--- config.mk ---
export PLATFORM = sky130hd
export DESIGN_NAME = zpbp_useq
export DESIGN_NICKNAME = d
export VERILOG_FILES = /design/src/hdl/zpbp_pkg.sv /design/src/hdl/zpbp_useq.sv
export SDC_FILE = /design/constraint.sdc
export NUM_CORES = 1
export LEC_CHECK = 0
export BUFFER_PORTS_ARGS = -buffer_cell sky130_fd_sc_hd__buf_2
export CAP_MARGIN = 10
export CORE_MARGIN = 3
export CORE_UTILIZATION = 37
export CTS_CLUSTER_SIZE = 30
export DETAILED_ROUTE_END_ITERATION = 8
export PLACE_DENSITY = 0.7
export SYNTH_ARGS = -nofsm -noshare
export SYNTH_HDL_FRONTEND = slang
export SYNTH_SLANG_ARGS = --single-unit
--- constraint.sdc ---
create_clock -name clk -period 2.05 [get_ports clk]
set_input_delay 0.41 -clock clk [delete_from_list [all_inputs] [get_ports clk]]
set_output_delay 0.41 -clock clk [all_outputs]
set_load 0.1 [all_outputs]
--- src/hdl/zpbp_pkg.sv ---
package zpbp_pkg;

  // record buffer sizing
  localparam int MAX_SAMPLES = 64;
  localparam int ADDR_W      = $clog2(MAX_SAMPLES);
  localparam int LEN_W       = $clog2(MAX_SAMPLES + 1);

  // number formats
  localparam int SAMPLE_W  = 16;
  localparam int DATA_W    = 32;
  localparam int FRAC_W    = 16;
  localparam int PROD_W    = 2 * DATA_W;
  localparam int TERM_SHIFT = 2;
  localparam int ACC_SHIFT  = 28;

  // pass sequencing
  localparam int NUM_PASSES = 4;
  localparam int PASS_W     = $clog2(NUM_PASSES + 1);

  // configuration register indexes
  localparam int CFG_IDX_W = 3;
  localparam logic [CFG_IDX_W-1:0] REG_LP_GAIN = CFG_IDX_W'(0);
  localparam logic [CFG_IDX_W-1:0] REG_LP_FB1  = CFG_IDX_W'(1);
  localparam logic [CFG_IDX_W-1:0] REG_LP_FB2  = CFG_IDX_W'(2);
  localparam logic [CFG_IDX_W-1:0] REG_HP_GAIN = CFG_IDX_W'(3);
  localparam logic [CFG_IDX_W-1:0] REG_HP_FB1  = CFG_IDX_W'(4);
  localparam logic [CFG_IDX_W-1:0] REG_HP_FB2  = CFG_IDX_W'(5);

  // multiplier coefficient select
  localparam logic [1:0] CS_K  = 2'd0;
  localparam logic [1:0] CS_F1 = 2'd1;
  localparam logic [1:0] CS_F2 = 2'd2;

  // multiplier data select
  localparam logic [2:0] DS_X0 = 3'd0;
  localparam logic [2:0] DS_X1 = 3'd1;
  localparam logic [2:0] DS_X2 = 3'd2;
  localparam logic [2:0] DS_Y1 = 3'd3;
  localparam logic [2:0] DS_Y2 = 3'd4;

  // accumulator operations
  localparam logic [2:0] AO_NONE = 3'd0;
  localparam logic [2:0] AO_LOAD = 3'd1;
  localparam logic [2:0] AO_ADD  = 3'd2;
  localparam logic [2:0] AO_MID  = 3'd3;
  localparam logic [2:0] AO_SUB  = 3'd4;

  // jump conditions
  localparam logic [1:0] JC_NONE = 2'd0;
  localparam logic [1:0] JC_SAMP = 2'd1;
  localparam logic [1:0] JC_PASS = 2'd2;
  localparam logic [1:0] JC_OUT  = 2'd3;

  // microprogram step addresses
  localparam int UPC_W = 4;
  localparam logic [UPC_W-1:0] U_PASS_INIT = UPC_W'(0);
  localparam logic [UPC_W-1:0] U_READ      = UPC_W'(1);
  localparam logic [UPC_W-1:0] U_MAC_K0    = UPC_W'(2);
  localparam logic [UPC_W-1:0] U_MAC_K1    = UPC_W'(3);
  localparam logic [UPC_W-1:0] U_MAC_K2    = UPC_W'(4);
  localparam logic [UPC_W-1:0] U_MAC_F1    = UPC_W'(5);
  localparam logic [UPC_W-1:0] U_MAC_F2    = UPC_W'(6);
  localparam logic [UPC_W-1:0] U_ACC_LAST  = UPC_W'(7);
  localparam logic [UPC_W-1:0] U_COMMIT    = UPC_W'(8);
  localparam logic [UPC_W-1:0] U_NEXT_PASS = UPC_W'(9);
  localparam logic [UPC_W-1:0] U_OUT_INIT  = UPC_W'(10);
  localparam logic [UPC_W-1:0] U_OUT_READ  = UPC_W'(11);
  localparam logic [UPC_W-1:0] U_DRAIN     = UPC_W'(12);
  localparam logic [UPC_W-1:0] U_DONE      = UPC_W'(13);

  // payload items
  typedef struct packed {
    logic signed [SAMPLE_W-1:0] sample_in;
    logic                       record_end;
  } in_item_t;

  typedef struct packed {
    logic signed [SAMPLE_W-1:0] sample_out;
    logic                       out_last;
  } out_item_t;

  // coefficient registers
  typedef struct packed {
    logic signed [DATA_W-1:0] lp_gain;
    logic signed [DATA_W-1:0] lp_fb1;
    logic signed [DATA_W-1:0] lp_fb2;
    logic signed [DATA_W-1:0] hp_gain;
    logic signed [DATA_W-1:0] hp_fb1;
    logic signed [DATA_W-1:0] hp_fb2;
  } coef_t;

  // control word of one microprogram step
  typedef struct packed {
    logic             hist_clr;
    logic             pos_init;
    logic             rd_en;
    logic             mul_en;
    logic [1:0]       coef_sel;
    logic [2:0]       data_sel;
    logic [2:0]       acc_op;
    logic             commit;
    logic             pass_inc;
    logic             out_rd;
    logic             done;
    logic [1:0]       jcond;
    logic [UPC_W-1:0] jtarget;
  } ctrl_t;

  // datapath status for conditional jumps
  typedef struct packed {
    logic more_samp;
    logic more_pass;
    logic more_out;
  } stat_t;

  // microprogram rom
  function automatic ctrl_t ucode_rom(input logic [UPC_W-1:0] upc);
    ctrl_t w;
    w = '0;
    unique case (upc)
      U_PASS_INIT: begin
        w.hist_clr = 1'b1;
        w.pos_init = 1'b1;
      end
      U_READ: begin
        w.rd_en = 1'b1;
      end
      U_MAC_K0: begin
        w.mul_en   = 1'b1;
        w.coef_sel = CS_K;
        w.data_sel = DS_X0;
      end
      U_MAC_K1: begin
        w.mul_en   = 1'b1;
        w.coef_sel = CS_K;
        w.data_sel = DS_X1;
        w.acc_op   = AO_LOAD;
      end
      U_MAC_K2: begin
        w.mul_en   = 1'b1;
        w.coef_sel = CS_K;
        w.data_sel = DS_X2;
        w.acc_op   = AO_MID;
      end
      U_MAC_F1: begin
        w.mul_en   = 1'b1;
        w.coef_sel = CS_F1;
        w.data_sel = DS_Y1;
        w.acc_op   = AO_ADD;
      end
      U_MAC_F2: begin
        w.mul_en   = 1'b1;
        w.coef_sel = CS_F2;
        w.data_sel = DS_Y2;
        w.acc_op   = AO_SUB;
      end
      U_ACC_LAST: begin
        w.acc_op = AO_SUB;
      end
      U_COMMIT: begin
        w.commit  = 1'b1;
        w.jcond   = JC_SAMP;
        w.jtarget = U_MAC_K0;
      end
      U_NEXT_PASS: begin
        w.pass_inc = 1'b1;
        w.jcond    = JC_PASS;
        w.jtarget  = U_PASS_INIT;
      end
      U_OUT_INIT: begin
        w.pos_init = 1'b1;
      end
      U_OUT_READ: begin
        w.out_rd  = 1'b1;
        w.jcond   = JC_OUT;
        w.jtarget = U_OUT_READ;
      end
      U_DRAIN: begin
        w.acc_op = AO_NONE;
      end
      U_DONE: begin
        w.done = 1'b1;
      end
      default: begin
        w.done = 1'b1;
      end
    endcase
    return w;
  endfunction

endpackage

--- src/hdl/zpbp_useq.sv ---
module zpbp_useq import zpbp_pkg::*; (
  input  logic  clk,
  input  logic  rst_n,
  input  logic  launch,
  input  stat_t stat,
  output ctrl_t ctrl,
  output logic  busy
);

  logic             run_r;
  logic             run_nxt;
  logic [UPC_W-1:0] upc_r;
  logic [UPC_W-1:0] upc_nxt;
  ctrl_t            rom_w;
  logic             take;

  // control word lookup
  assign rom_w = ucode_rom(upc_r);
  assign ctrl  = run_r ? rom_w : '0;

  // jump condition
  always_comb begin
    case (rom_w.jcond)
      JC_SAMP: take = stat.more_samp;
      JC_PASS: take = stat.more_pass;
      JC_OUT:  take = stat.more_out;
      default: take = 1'b0;
    endcase
  end

  // step counter
  always_comb begin
    run_nxt = run_r;
    upc_nxt = upc_r;
    if (launch) begin
      run_nxt = 1'b1;
      upc_nxt = U_PASS_INIT;
    end else if (run_r) begin
      upc_nxt = take ? rom_w.jtarget : upc_r + UPC_W'(1);
      if (rom_w.done) begin
        run_nxt = 1'b0;
      end
    end
  end

  always_ff @(posedge clk) begin
    if (!rst_n) begin
      run_r <= 1'b0;
      upc_r <= U_PASS_INIT;
    end else begin
      run_r <= run_nxt;
      upc_r <= upc_nxt;
    end
  end

  assign busy = run_r;

endmodule

==> reports/summary.md <==
The flow ran to the end, but the final reports show violations. The checks that failed: negative setup slack. The final standard cell area without fillers is 0.001270 mm². The total number of yosys warnings was 0; the arrival time of the worst setup path was 1660 ps. The number of nets produced by synthesis is 96. Data on the critical path is required at its endpoint by 1640 ps. For this run, the leading register cell type out of synthesis is sky130_fd_sc_hd__dfxtp_1.

The element type at the critical path end is an output port. The endpoint identified for the worst register-to-register timing path is upc_r[0]. For the number of failing setup endpoints in the final timing report, the log shows 1. The synthesized design contains 5 register bits. The first global-routing pass estimated 2967 µm of wire. The non-filler instance count after layout is 131. The ratio of total power to cell area works out to 276.1 mW/mm². The die covers 0.002174 mm². The count of nets left with antenna violations once routing finished came out at 0. For the finished layout, the period the worst path requires is 2074 ps.

Growth of design area from synthesis to finish: 108.0%. The worst-case headroom to the max-slew limit was 0.6508. By instance count, the leading cell after synthesis is sky130_fd_sc_hd__nor2_1. For the global router's overall resource usage, the log shows 0.1888. The initial core utilization is 0.4007. In this run, the number of DRC markers left after iteration 0 of detailed routing was 14. In this run the worst setup path terminates at ctrl[6]. The dominant cell type by area after synthesis is sky130_fd_sc_hd__dfxtp_1. Along the worst hold path, the cell count comes to 2. In this run, synthesis inferred 0 flip-flops with an integrated enable. The routed via count divided by cell count came out at 5.420. The logs give 0.0003506 W for the total power and 0.4628 nW for the leakage power figure.

The first element of the critical path was upc_r[0]. Buffers placed on the I/O ports in this run total 27. Gate count after technology mapping: 86.

The area of the core region is 0.001524 mm², and the clock input transition at the sequential cells of the worst setup and hold paths is 40 ps. The logs give 0 for the number of remaining DRC errors and 658 for the number of global-route vias before repair. TritonCTS built the clock tree.

The share of final-layout standard cells stronger than drive strength 1 works out to 0.5826. For the pin with the worst max-slew slack, the measured transition is 523.8 ps. Ranked by instance count, the synthesized netlist is headed by sky130_fd_sc_hd__nor2_1, sky130_fd_sc_hd__nand2_1, sky130_fd_sc_hd__a21oi_1, sky130_fd_sc_hd__dfxtp_1, sky130_fd_sc_hd__inv_1. The count of pins over their slew limit is 0, and the highest fanout seen on the critical path is 7. The average wire per cell in the routed design was 14.14 µm; the clock latency of the later-clocked register in the worst-skew pair was 240 ps. A synthesized cell averages 7.100 µm². The final layout contains routed wiring with a total length of 1852 µm. Setup repair after global routing could not meet its margin everywhere. The run gives 2 as the maximum clock insertion buffer count. For the initial antenna violation count, the log shows 0. The run gives 0.1639 as the part of the Yosys area used for sequential elements.

The tools report the critical path launch point type as a flop. The die span in x is 46.63 µm. The final clock period utilization by the worst path was 1.012; the register-to-register setup slack was 230 ps. The netlist area before placement is 610.6 µm², and the diode insertion count for antenna repair is 0. The tools report the fmax as 0.4822 GHz. Clock tree synthesis selected as its root buffer the cell sky130_fd_sc_hd__clkbuf_4. The final cell utilization of the core was 0.8333. In this run the critical register-to-register path is launched from upc_r[0]. Area share of the leading cell type in the synthesized netlist: 0.1639. During I/O placement, the number of pins put on the boundary was 29. For the maximum clock skew at final layout, the log shows 0.1150 ps.

For the number of distinct library cells after synthesis, the log shows 32. The run gives 0.8681 as the last weighted congestion value of the routability-driven placer. The critical path is of the reg2out type.

The logic depth of the worst register-to-register path works out to 7. The logs give 84.87 ps for the placement-stage worst setup slack and 85 for the layout filler cell count. The cts-stage hold buffer count is 0, and the count of final hold-check violations is 0. The depth of the CTS H-tree was 1; the fraction of registers with async set/reset was 0. Max-cap violations in this run came to 0. In this run the vertical extent of the chip is 46.63 µm.

The final HPWL from detailed placement was 1355 µm. The tools report the number of sinks handled by clock tree synthesis as 5. At the end of the flow, the number of nets in the layout was 126. The first-pass iteration count of the detailed router was 4; the largest net degree at the start of global routing was 18.

The run gives 3 as the number of buffers added by the clock tree synthesis step. IR analysis of the VDD net gives a maximum drop of 0.0002675 V. The worst hold path belongs to the class in2reg.

The worst setup slack after layout was -23.84 ps; the number of standard-cell rows in the floorplan was 14. After detailed placement, the total cell area comes to 0.001166 mm². The cell count after placement was 124; the total vias in the final route was 710. By area the synthesized netlist is led by sky130_fd_sc_hd__dfxtp_1, sky130_fd_sc_hd__ha_1, sky130_fd_sc_hd__nor2_1, sky130_fd_sc_hd__nand2_1, sky130_fd_sc_hd__buf_4.

For the total congestion overflow, the log shows 0.
## per-stage QoR
step / hold slack (ps) / TNS (ps)
3_5_place_dp: 563.8 / 0
3_3_place_gp: 536.9 / 0
6_report: 395.0 / -23.84
4_1_cts: 390.0 / -35.43
2_1_floorplan: 514.5 / -841.8
5_1_grt: 409.3 / -70.19
## registers in the layout, summed over array words and instances, names as in the netlist
signal	flops
upc_r	4
busy	1
## worst max-delay path, cell delays in order, from the launching register on
cell	delay, ps
sky130_fd_sc_hd__dfxtp_4	380
sky130_fd_sc_hd__ha_4	190
sky130_fd_sc_hd__or3_4	380
sky130_fd_sc_hd__a21oi_2	140
sky130_fd_sc_hd__and2_4	160
sky130_fd_sc_hd__buf_12	160
## power breakdown
| group | internal [W] | total (W) | switching [W] | leakage [nW] |
|---|---|---|---|---|
| clock network | 0.0000734 | 0.000111 | 0.0000372 | 0.0150 |
| logic | 0.0000449 | 0.000132 | 0.0000873 | 0.405 |
| registers | 0.0000985 | 0.000108 | 0.00000930 | 0.0428 |
| total | 0.000217 | 0.000351 | 0.000134 | 0.463 |
## timing repair
action | in CTS | in global routing
endpoints found under the setup margin | 5 | 7
setup buffers | 3 | 0
hold endpoints to repair | 0 | 0
gates resized for setup | 14 | 3
pin swaps | 1 | 1
## layout by cell type, fill, tap and decap left out, types with 2 or more instances in the layout
cell type,count
sky130_fd_sc_hd__dfxtp_4,3
sky130_fd_sc_hd__nor2_4,4
sky130_fd_sc_hd__nand2_1,9
sky130_fd_sc_hd__buf_4,8
sky130_fd_sc_hd__and3_1,3
sky130_fd_sc_hd__dfxtp_1,2
sky130_fd_sc_hd__inv_4,2
sky130_fd_sc_hd__a21oi_4,2
sky130_fd_sc_hd__a21oi_1,3
sky130_fd_sc_hd__nand4bb_1,2
sky130_fd_sc_hd__nor3b_4,3
sky130_fd_sc_hd__nor2_1,7
sky130_fd_sc_hd__inv_1,3
sky130_fd_sc_hd__o2111ai_1,2
sky130_fd_sc_hd__ha_4,3
sky130_fd_sc_hd__nor2_2,2
sky130_fd_sc_hd__nand2b_1,3
sky130_fd_sc_hd__buf_2,6
sky130_fd_sc_hd__clkbuf_4,3
sky130_fd_sc_hd__buf_12,21
sky130_fd_sc_hd__nor2b_2,2
## cell type report
cell class / count / area [µm²] / area share
clock buffer: 4 / 26.28 / 0.02069
sequential: 5 / 111.4 / 0.08768
timing repair buffer: 35 / 510.5 / 0.4020
tap: 16 / 20.02 / 0.01576
inverter: 5 / 23.77 / 0.01872
multi-input combinational: 66 / 578.1 / 0.4552
## cell families (layout without fill, tap and decap cells)
family | after synthesis | in the layout | synth area share
and+or+nand+nor | 42 | 42 | 0.3770
DFF | 5 | 5 | 0.1639
adders and majority gates | 4 | 4 | 0.08197
buffers and inverters | 15 | 44 | 0.1455
other | 1 | 1 | 0.006142
AOI/OAI and AO/OA | 17 | 17 | 0.1906
muxes | 2 | 2 | 0.03484
## worst min-delay path by stage
stage / start / endpoint / slack [ps]
floorplan: upc_r[0] / upc_r[0] / 510
finish: launch / busy / 390
detailed placement: upc_r[0] / upc_r[0] / 560
CTS: launch / busy / 390
global route: launch / busy / 410
global placement: upc_r[0] / upc_r[0] / 540
## per-layer routing
metal / share of wire / vias up / global-route usage
met5: 0 / - / 0
met4: 0.010 / 0 / 0.08287
met3: 0.064 / 4 / 0.02344
met2: 0.53 / 28 / 0.3407
met1: 0.39 / 325 / 0.2184
li1: - / 353 / -
(Power assumes the default switching activity.)
